--- src/rtl/shs_pkg.sv ---
// Shared types, constants and round functions of the SHA-256 stream hasher.
// Depends on nothing; used by shs_core and sha256_stream_hasher.

package shs_pkg;

  localparam int unsigned WordW   = 32;
  localparam int unsigned NumHash = 8;
  localparam int unsigned BlkW    = 16;
  localparam int unsigned NumRnd  = 64;
  localparam int unsigned LenW    = 64;

  localparam logic [WordW-1:0] PadMark = 32'h8000_0000;
  localparam logic [3:0]       LenSlot = 4'd14;

  // One input item and one result item.
  typedef struct packed {
    logic [31:0] message_word;
    logic [2:0]  valid_bytes;
    logic        last;
  } in_item_t;

  typedef struct packed {
    logic [31:0] digest_word;
    logic [2:0]  word_index;
    logic        last_word;
  } out_item_t;

  typedef logic [NumHash-1:0][WordW-1:0] chain_t;

  // Control from the padding sequencer to the round engine.
  typedef struct packed {
    logic             push;
    logic [WordW-1:0] word;
    logic             restart;
  } core_ctrl_t;

  // Status from the round engine.
  typedef struct packed {
    logic       ready;
    logic [3:0] fill;
  } core_stat_t;

  typedef enum logic [1:0] {
    CORE_LOAD,
    CORE_ROUND,
    CORE_FINAL
  } core_state_e;

  typedef enum logic [2:0] {
    ST_IDLE,
    ST_MARK,
    ST_ZERO,
    ST_LENLO,
    ST_WAIT,
    ST_OUT
  } seq_state_e;

  // Initial chaining words.
  localparam chain_t InitHash = {
    32'h5be0cd19, 32'h1f83d9ab, 32'h9b05688c, 32'h510e527f,
    32'ha54ff53a, 32'h3c6ef372, 32'hbb67ae85, 32'h6a09e667
  };

  function automatic logic [WordW-1:0] ror32(input logic [WordW-1:0] v, input int amt);
    logic [2*WordW-1:0] tmp;
    tmp = {v, v} >> amt;
    return tmp[WordW-1:0];
  endfunction

  function automatic logic [WordW-1:0] big_sig0(input logic [WordW-1:0] v);
    return ror32(v, 2) ^ ror32(v, 13) ^ ror32(v, 22);
  endfunction

  function automatic logic [WordW-1:0] big_sig1(input logic [WordW-1:0] v);
    return ror32(v, 6) ^ ror32(v, 11) ^ ror32(v, 25);
  endfunction

  function automatic logic [WordW-1:0] small_sig0(input logic [WordW-1:0] v);
    return ror32(v, 7) ^ ror32(v, 18) ^ (v >> 3);
  endfunction

  function automatic logic [WordW-1:0] small_sig1(input logic [WordW-1:0] v);
    return ror32(v, 17) ^ ror32(v, 19) ^ (v >> 10);
  endfunction

  function automatic logic [WordW-1:0] choose(input logic [WordW-1:0] e,
                                               input logic [WordW-1:0] f,
                                               input logic [WordW-1:0] g);
    return (e & f) ^ (~e & g);
  endfunction

  function automatic logic [WordW-1:0] majority(input logic [WordW-1:0] a,
                                                 input logic [WordW-1:0] b,
                                                 input logic [WordW-1:0] c);
    return (a & b) ^ (a & c) ^ (b & c);
  endfunction

  // Round constants.
  function automatic logic [WordW-1:0] round_k(input logic [5:0] t);
    logic [WordW-1:0] k;
    case (t)
      6'd0:  k = 32'h428a2f98;  6'd1:  k = 32'h71374491;
      6'd2:  k = 32'hb5c0fbcf;  6'd3:  k = 32'he9b5dba5;
      6'd4:  k = 32'h3956c25b;  6'd5:  k = 32'h59f111f1;
      6'd6:  k = 32'h923f82a4;  6'd7:  k = 32'hab1c5ed5;
      6'd8:  k = 32'hd807aa98;  6'd9:  k = 32'h12835b01;
      6'd10: k = 32'h243185be;  6'd11: k = 32'h550c7dc3;
      6'd12: k = 32'h72be5d74;  6'd13: k = 32'h80deb1fe;
      6'd14: k = 32'h9bdc06a7;  6'd15: k = 32'hc19bf174;
      6'd16: k = 32'he49b69c1;  6'd17: k = 32'hefbe4786;
      6'd18: k = 32'h0fc19dc6;  6'd19: k = 32'h240ca1cc;
      6'd20: k = 32'h2de92c6f;  6'd21: k = 32'h4a7484aa;
      6'd22: k = 32'h5cb0a9dc;  6'd23: k = 32'h76f988da;
      6'd24: k = 32'h983e5152;  6'd25: k = 32'ha831c66d;
      6'd26: k = 32'hb00327c8;  6'd27: k = 32'hbf597fc7;
      6'd28: k = 32'hc6e00bf3;  6'd29: k = 32'hd5a79147;
      6'd30: k = 32'h06ca6351;  6'd31: k = 32'h14292967;
      6'd32: k = 32'h27b70a85;  6'd33: k = 32'h2e1b2138;
      6'd34: k = 32'h4d2c6dfc;  6'd35: k = 32'h53380d13;
      6'd36: k = 32'h650a7354;  6'd37: k = 32'h766a0abb;
      6'd38: k = 32'h81c2c92e;  6'd39: k = 32'h92722c85;
      6'd40: k = 32'ha2bfe8a1;  6'd41: k = 32'ha81a664b;
      6'd42: k = 32'hc24b8b70;  6'd43: k = 32'hc76c51a3;
      6'd44: k = 32'hd192e819;  6'd45: k = 32'hd6990624;
      6'd46: k = 32'hf40e3585;  6'd47: k = 32'h106aa070;
      6'd48: k = 32'h19a4c116;  6'd49: k = 32'h1e376c08;
      6'd50: k = 32'h2748774c;  6'd51: k = 32'h34b0bcb5;
      6'd52: k = 32'h391c0cb3;  6'd53: k = 32'h4ed8aa4a;
      6'd54: k = 32'h5b9cca4f;  6'd55: k = 32'h682e6ff3;
      6'd56: k = 32'h748f82ee;  6'd57: k = 32'h78a5636f;
      6'd58: k = 32'h84c87814;  6'd59: k = 32'h8cc70208;
      6'd60: k = 32'h90befffa;  6'd61: k = 32'ha4506ceb;
      6'd62: k = 32'hbef9a3f7;  6'd63: k = 32'hc67178f2;
      default: k = '0;
    endcase
    return k;
  endfunction

endpackage

--- src/rtl/shs_core.sv ---
// Round engine: gathers 16-word blocks, expands the schedule in a sliding
// window and runs one compression round per cycle. Depends on shs_pkg.

module shs_core (
  input  logic                clk_i,
  input  logic                rst_ni,
  input  shs_pkg::core_ctrl_t ctrl_i,
  output shs_pkg::core_stat_t stat_o,
  output shs_pkg::chain_t     chain_o
);

  shs_pkg::core_state_e state_q, state_d;
  logic [3:0]           fill_q;
  logic [5:0]           round_q;
  logic [shs_pkg::BlkW-1:0][shs_pkg::WordW-1:0] win_q, win_d;
  shs_pkg::chain_t      work_q, work_d;
  shs_pkg::chain_t      chain_q;
  logic                 ready;
  logic                 block_full;
  logic [shs_pkg::WordW-1:0] sched_new, t1, t2;

  assign ready      = (state_q == shs_pkg::CORE_LOAD);
  assign block_full = ctrl_i.push && (fill_q == 4'd15);

  // Next state of the sequencer.
  always_comb begin
    state_d = state_q;
    case (state_q)
      shs_pkg::CORE_LOAD: begin
        if (block_full) state_d = shs_pkg::CORE_ROUND;
      end
      shs_pkg::CORE_ROUND: begin
        if (round_q == 6'(shs_pkg::NumRnd - 1)) state_d = shs_pkg::CORE_FINAL;
      end
      shs_pkg::CORE_FINAL: state_d = shs_pkg::CORE_LOAD;
      default: state_d = shs_pkg::CORE_LOAD;
    endcase
  end

  // Outputs of the sequencer.
  always_comb begin
    stat_o.ready = ready;
    stat_o.fill  = fill_q;
    chain_o      = chain_q;
  end

  // Schedule word and the two round sums.
  always_comb begin
    sched_new = shs_pkg::small_sig1(win_q[14]) + win_q[9]
              + shs_pkg::small_sig0(win_q[1]) + win_q[0];
    t1 = work_q[7] + shs_pkg::big_sig1(work_q[4])
       + shs_pkg::choose(work_q[4], work_q[5], work_q[6])
       + shs_pkg::round_k(round_q) + win_q[0];
    t2 = shs_pkg::big_sig0(work_q[0]) + shs_pkg::majority(work_q[0], work_q[1], work_q[2]);
  end

  // The window shifts toward entry 0 on each pushed word and each round.
  always_comb begin
    win_d = win_q;
    if (ctrl_i.push || state_q == shs_pkg::CORE_ROUND) begin
      for (int i = 0; i < shs_pkg::BlkW - 1; i++) begin
        win_d[i] = win_q[i+1];
      end
      win_d[shs_pkg::BlkW-1] = ctrl_i.push ? ctrl_i.word : sched_new;
    end
  end

  // Working words: loaded from the chain when a block fills, then one round a cycle.
  always_comb begin
    work_d = work_q;
    if (block_full) begin
      work_d = chain_q;
    end else if (state_q == shs_pkg::CORE_ROUND) begin
      work_d[7] = work_q[6];
      work_d[6] = work_q[5];
      work_d[5] = work_q[4];
      work_d[4] = work_q[3] + t1;
      work_d[3] = work_q[2];
      work_d[2] = work_q[1];
      work_d[1] = work_q[0];
      work_d[0] = t1 + t2;
    end
  end

  always_ff @(posedge clk_i) begin
    win_q  <= win_d;
    work_q <= work_d;
  end

  // Control state and chaining words.
  always_ff @(posedge clk_i or negedge rst_ni) begin
    if (!rst_ni) begin
      state_q <= shs_pkg::CORE_LOAD;
      fill_q  <= '0;
      round_q <= '0;
      chain_q <= shs_pkg::InitHash;
    end else begin
      state_q <= state_d;
      if (ctrl_i.push) fill_q <= fill_q + 4'd1;
      if (state_q == shs_pkg::CORE_ROUND) round_q <= round_q + 6'd1;
      if (ctrl_i.restart) begin
        chain_q <= shs_pkg::InitHash;
      end else if (state_q == shs_pkg::CORE_FINAL) begin
        for (int i = 0; i < shs_pkg::NumHash; i++) begin
          chain_q[i] <= chain_q[i] + work_q[i];
        end
      end
    end
  end

  // Words are pushed and the chain restarted only between compressions.
  a_push_when_ready: assert property (@(posedge clk_i) disable iff (!rst_ni)
    ctrl_i.push |-> ready) else $error("word pushed during compression");

  a_restart_when_ready: assert property (@(posedge clk_i) disable iff (!rst_ni)
    ctrl_i.restart |-> ready) else $error("chain restarted during compression");

  // A full block starts the rounds at round zero.
  a_block_starts: assert property (@(posedge clk_i) disable iff (!rst_ni)
    block_full |=> (state_q == shs_pkg::CORE_ROUND && round_q == 6'd0 && fill_q == 4'd0))
    else $error("full block did not start compression");

  // The round counter rests at zero outside the rounds.
  a_round_rest: assert property (@(posedge clk_i) disable iff (!rst_ni)
    (state_q != shs_pkg::CORE_ROUND) |-> (round_q == 6'd0))
    else $error("round counter not at rest");

endmodule

--- src/rtl/sha256_stream_hasher.sv ---
// SHA-256 stream hasher top level: input handshake, message padding,
// length counting and digest output. Depends on shs_pkg and shs_core.

// Each message word is one input item; after an item marked last the block
// delivers the eight digest words as eight result items, word 0 first.
// Words enter at one per cycle until a 16-word block is full; the block then
// runs its single round unit through the 64 rounds and then adds the working
// words into the chaining words. After the last word, padding words enter at
// one per cycle while the round unit is loading (up to 15 more, or a second
// block when fewer than two word slots remain after the end mark), each full
// block again passes through the round unit, and the eight digest items then
// leave through an output register at up to one per cycle. The next
// message's first word may be accepted while the final digest item still
// waits to be taken.

module sha256_stream_hasher (
  input  logic               clk_i,
  input  logic               rst_ni,
  input  logic               in_valid_i,
  output logic               in_ready_o,
  input  shs_pkg::in_item_t  in_item_i,
  output logic               out_valid_o,
  input  logic               out_ready_i,
  output shs_pkg::out_item_t out_item_o
);

  shs_pkg::seq_state_e state_q, state_d;
  shs_pkg::core_ctrl_t ctrl;
  shs_pkg::core_stat_t stat;
  shs_pkg::chain_t     chain;

  logic [shs_pkg::LenW-1:0] len_q;
  logic [2:0]               idx_q;
  logic                     out_valid_q;
  shs_pkg::out_item_t       out_item_q;

  logic                     accept;
  logic                     load_out;
  logic [2:0]               nbytes;
  logic [4:0]               shamt;
  logic [31:0]              padded;

  shs_core u_core (
    .clk_i   (clk_i),
    .rst_ni  (rst_ni),
    .ctrl_i  (ctrl),
    .stat_o  (stat),
    .chain_o (chain)
  );

  // Byte count of the last word, saturated at four, and its padded form.
  always_comb begin
    nbytes = (in_item_i.valid_bytes > 3'd4) ? 3'd4 : in_item_i.valid_bytes;
    shamt  = {nbytes[1:0], 3'b000};
    padded = (in_item_i.message_word & ~(32'hFFFF_FFFF >> shamt))
           | (shs_pkg::PadMark >> shamt);
  end

  assign accept   = in_valid_i && in_ready_o;
  assign load_out = (state_q == shs_pkg::ST_OUT) && (!out_valid_q || out_ready_i);

  // Next state of the padding sequencer.
  always_comb begin
    state_d = state_q;
    case (state_q)
      shs_pkg::ST_IDLE: begin
        if (accept && in_item_i.last) begin
          state_d = nbytes[2] ? shs_pkg::ST_MARK : shs_pkg::ST_ZERO;
        end
      end
      shs_pkg::ST_MARK: begin
        if (stat.ready) state_d = shs_pkg::ST_ZERO;
      end
      shs_pkg::ST_ZERO: begin
        if (stat.ready && stat.fill == shs_pkg::LenSlot) state_d = shs_pkg::ST_LENLO;
      end
      shs_pkg::ST_LENLO: begin
        if (stat.ready) state_d = shs_pkg::ST_WAIT;
      end
      shs_pkg::ST_WAIT: begin
        if (stat.ready) state_d = shs_pkg::ST_OUT;
      end
      shs_pkg::ST_OUT: begin
        if (load_out && idx_q == 3'd7) state_d = shs_pkg::ST_IDLE;
      end
      default: state_d = shs_pkg::ST_IDLE;
    endcase
  end

  // Outputs of the padding sequencer: input ready, the word pushed into the round engine and the chain restart.
  always_comb begin
    in_ready_o   = 1'b0;
    ctrl.push    = 1'b0;
    ctrl.word    = '0;
    ctrl.restart = 1'b0;
    case (state_q)
      shs_pkg::ST_IDLE: begin
        in_ready_o = stat.ready;
        ctrl.push  = accept;
        ctrl.word  = (in_item_i.last && !nbytes[2]) ? padded : in_item_i.message_word;
      end
      shs_pkg::ST_MARK: begin
        ctrl.push = stat.ready;
        ctrl.word = shs_pkg::PadMark;
      end
      shs_pkg::ST_ZERO: begin
        ctrl.push = stat.ready;
        ctrl.word = (stat.fill == shs_pkg::LenSlot) ? len_q[63:32] : '0;
      end
      shs_pkg::ST_LENLO: begin
        ctrl.push = stat.ready;
        ctrl.word = len_q[31:0];
      end
      shs_pkg::ST_OUT: begin
        ctrl.restart = load_out && (idx_q == 3'd7);
      end
      default: begin
        ctrl.push = 1'b0;
      end
    endcase
  end

  // Sequencer state, message length in bits and the digest output register.
  always_ff @(posedge clk_i or negedge rst_ni) begin
    if (!rst_ni) begin
      state_q     <= shs_pkg::ST_IDLE;
      len_q       <= '0;
      idx_q       <= '0;
      out_valid_q <= 1'b0;
    end else begin
      state_q <= state_d;
      if (ctrl.restart) begin
        len_q <= '0;
      end else if (accept) begin
        len_q <= len_q + (in_item_i.last ? {58'd0, nbytes, 3'b000} : 64'd32);
      end
      if (load_out) begin
        out_valid_q <= 1'b1;
        idx_q       <= idx_q + 3'd1;
      end else if (out_ready_i) begin
        out_valid_q <= 1'b0;
      end
    end
  end

  always_ff @(posedge clk_i) begin
    if (load_out) begin
      out_item_q.digest_word <= chain[idx_q];
      out_item_q.word_index  <= idx_q;
      out_item_q.last_word   <= (idx_q == 3'd7);
    end
  end

  assign out_valid_o = out_valid_q;
  assign out_item_o  = out_item_q;

endmodule
--- config.mk ---
export PLATFORM = sky130hd
export DESIGN_NAME = sha256_stream_hasher
export DESIGN_NICKNAME = d
export VERILOG_FILES = /design/src/rtl/shs_pkg.sv /design/src/rtl/shs_core.sv /design/src/rtl/sha256_stream_hasher.sv
export SDC_FILE = /design/constraint.sdc
export NUM_CORES = 2
export LEC_CHECK = 0
export BUFFER_PORTS_ARGS = -buffer_cell sky130_fd_sc_hd__buf_2
export CAP_MARGIN = 5
export CELL_PAD_IN_SITES_DETAIL_PLACEMENT = 1
export CELL_PAD_IN_SITES_GLOBAL_PLACEMENT = 1
export CORE_MARGIN = 1.5
export CORE_UTILIZATION = 30
export DETAILED_ROUTE_END_ITERATION = 16
export PLACE_DENSITY = 0.57
export SETUP_SLACK_MARGIN = 0.3
export SYNTH_ARGS = -nofsm -noshare
export SYNTH_HDL_FRONTEND = slang
export SYNTH_SLANG_ARGS = --single-unit
export TNS_END_PERCENT = 5
--- constraint.sdc ---
create_clock -name clk_i -period 14.2 [get_ports clk_i]
set_input_delay 1.42 -clock clk_i [delete_from_list [all_inputs] [get_ports clk_i]]
set_output_delay 1.42 -clock clk_i [all_outputs]
set_load 0.005 [all_outputs]
==> impl_results.md <==
- Gpl congestion: 0.897
- Critical path type: flop to flop
- Fin. max-slew vios: 0
- Clock sink count: 1140
- Min-delay worst type: flop to flop
- DRT Pass-1 Iters: 6
- Max Freq: between 80 and 90 MHz
- CP max-delay cell: dfrtp_1
- Cell taking the most area after synthesis: edfxtp_1
- Slew Limit Headroom: approximately 16%
- Chip height: 488 µm
- Critical path endpoint category: flop
- Average wire per cell in the routed design: ~25 µm
- CTS Hold Bufs: 0
- Pre-CTS WS: 3.20 ns
- Die width: about 490 µm
- Status: complete, no violations
- Avg Vias per Cell: about 5.2
- Antenna Nets Post-Route: 0
- Tmin final: 11.11 ns
- Layout cells sized above 1: around a tenth
- Synth warn: 0
- Area growth syn-to-layout: 12.1%
- CTS tree: yes
- Mapped Area: a little over 70000 µm²
- Pin count of the biggest net entering global routing: 166
- Count of final setup violators: 0
- Fin util: 33.9%
- Final Hold Fails: 0
- Most used flip-flop cell after synthesis: edfxtp_1
- Avg Cell Area, Syn: approximately 11 µm²
- Max-Cap Viols: 0
- CP Max Fanout: 18
- WHS: 0.396 ns
- Startpoint Class: flop
- Drc violations: 0
- Final HPWL DP: about 190000 µm
- Total track usage: a little over a fifth
- Die area: roughly 240000 µm²
- Worst Path Arrival: 11.67 ns
- Vias in the first global route: 53107
- Synth area leaders: edfxtp_1, dfrtp_1, ha_1, nand2_1, fa_1
- Req. time, crit path: between 10 and 15 ns
- Share of the synthesized area in the top cell type: between 30% and 40%
- Clk_skew: approximately 0.065 ns
- DR vias: around 52000
- RSZ-0062 raised after global routing: false
- Clk root buf: clkbuf_16
- IO buf count: between 70 and 80
- Syn nets: ~7300
- Synthesized instance count: 6708
- GRT Residual Overflow: 0
- Top-count cell post-synth: nand2_1
- DR iter-0 viols: approximately 3900
- Core ar.: ~230000 µm²
- Row count: about 180
- Cell variety after synth: about 100
- Worst-margin pin slew: 1.25 ns
- Post-synth EDFFs: 804
- Final WL: ~250000 µm
- First-pass GRT wire length: between 300000 and 400000 µm
- Clk_lat worst skew: 0.83 ns
- Synthesized flop and latch total: 1140
- H-tree Lvls: 4
- Crit path setup slack, layout: a little over 3 ns
- Setup TNS Final: 0 ns
- I/O pin count: 78
- Initial antenna violation count: 5
- CP dominant cell by count: fa_1
- Ys async rst share: around 29%
- Final net count: about 7300
- Commonest cells in the netlist: nand2_1, edfxtp_1, a21oi_1, xnor2_1, ha_1
- Post-synthesis sequential area ratio: between 40% and 50%
- Fin crit share: approximately four fifths
- Clock Path Buffers: 3
- Clk pin slew, worst setup/hold paths: approximately 0.07 ns
- CP max stage delay: between 0.7 and 0.8 ns
- Post-CTS Resized: 0
- CTS Buf Count: 139
- Starting Density: a little under a third
- Post-CTS setup buffers: 0
## worst paths after layout
| kind | startpoint | endpoint | slack (ns) | cells past startpoint |
|---|---|---|---|---|
| setup / recovery | u_core.round_q[0] | u_core.work_q[31] | 3.09 | 34 |
| hold / removal | u_core.win_q[344] | u_core.win_q[312] | 0.40 | 0 |
| setup reg to reg | u_core.round_q[0] | u_core.work_q[31] | 3.09 | 34 |
| hold reg to reg | u_core.win_q[344] | u_core.win_q[312] | 0.40 | 0 |
| max in group asynchronous | rst_ni | u_core.chain_o[34] | 10.92 | 4 |
| min in group asynchronous | rst_ni | len_q[33] | 0.61 | 1 |
## metrics by stage
stage	cell area, µm²	cells
finish	79200	9954
global route	79200	9954
CTS	79200	9949
detailed placement	74500	9691
global placement	74500	9691
floorplan	70600	6708
## flip-flops by register name (all words and copies together) (netlist names)
| name | cells |
|---|---|
| u_core.win_q | 512 |
| u_core.chain_o | 256 |
| u_core.work_q | 256 |
| len_q | 61 |
| out_item_o | 36 |
| u_core.round_q | 6 |
| u_core.fill_q | 4 |
| idx_q | 3 |
| state_q | 3 |
| u_core.state_q | 2 |
| out_valid_o | 1 |
## cell usage in the layout (no fill, tap or decap), types with 20 or more instances in the layout
master     Yosys  routed
nand2_1     1103    1100
o311ai_0      20      20
xor2_1       201     201
mux2_2        40      40
dfstp_2      136     136
nand2b_1      65      64
nor3_1        85      84
a31oi_1       52      52
a21o_1       168     168
a211oi_1      49      49
a21oi_1      572     571
xnor2_1      407     407
o21a_1        52      52
fa_1         196     196
and2_1        24      23
nor2_1       346     345
maj3_1        24      24
buf_4          0      67
mux2i_1       38      38
and3_1        47      47
buf_2          2      76
dfrtp_1      200     194
mux4_2        69      69
clkbuf_1     263      30
clkbuf_16      0     142
nand4_1       35      35
o211ai_1      97      97
edfxtp_1     804     804
inv_1        287     287
nor2b_1       60      59
o21bai_1      42      42
o21ai_0      337     337
clkinv_2       0      33
ha_1         400     400
nand3_1      106     106
or3_1         49      48
o31ai_1       21      21
## worst max-delay path: cells and delay by family (launching register included)
family,cells,cell delay (ns)
adder cells (fa/ha/maj),8,3.64
XOR/XNOR,3,0.63
flip-flops,1,0.73
AND/OR/NAND/NOR,5,1.20
buffers and inverters,3,0.85
AO/OA/AOI/OAI,15,3.81
## cell families (layout without fill, tap and decap cells)
| kind of cell | Yosys count | after routing | synth area share [%] |
|---|---|---|---|
| AO/OA/AOI/OAI | 1610 | 1610 | 14.3 |
| other | 0 | 5 | 0 |
| adder cells (fa/ha/maj) | 620 | 620 | 13.0 |
| XOR/XNOR | 608 | 608 | 7.54 |
| multiplexers | 147 | 147 | 3.38 |
| buffers and inverters | 589 | 698 | 3.13 |
| AND/OR/NAND/NOR | 1994 | 1994 | 12.4 |
| flip-flops | 1140 | 1140 | 46.3 |
## per-layer routing
metal	up-vias	share of wire, %	routed length, µm	track usage [%]
met4	2	2.0	4950	4.56
met1	26867	47	120000	30.1
met3	235	4.3	10700	2.76
met5	-	0.0052	13	0
met2	1115	46	117000	33.7
li1	23961	-	-	-
## area by class of cell
| class | count | area [µm²] |
|---|---|---|
| fill | 26068 | 154000 |
| multi-input combinational | 4979 | 35800 |
| sequential | 1140 | 32700 |
| tap | 3132 | 3920 |
| timing repair buffer | 149 | 998 |
| antenna | 5 | 12.5 |
| clock buffer | 174 | 3690 |
| inverter | 291 | 1090 |
| clock inverter | 84 | 970 |
Power is not shown: default switching activity piles up to over one toggle a cycle in this logic, so the estimate is an artifact.
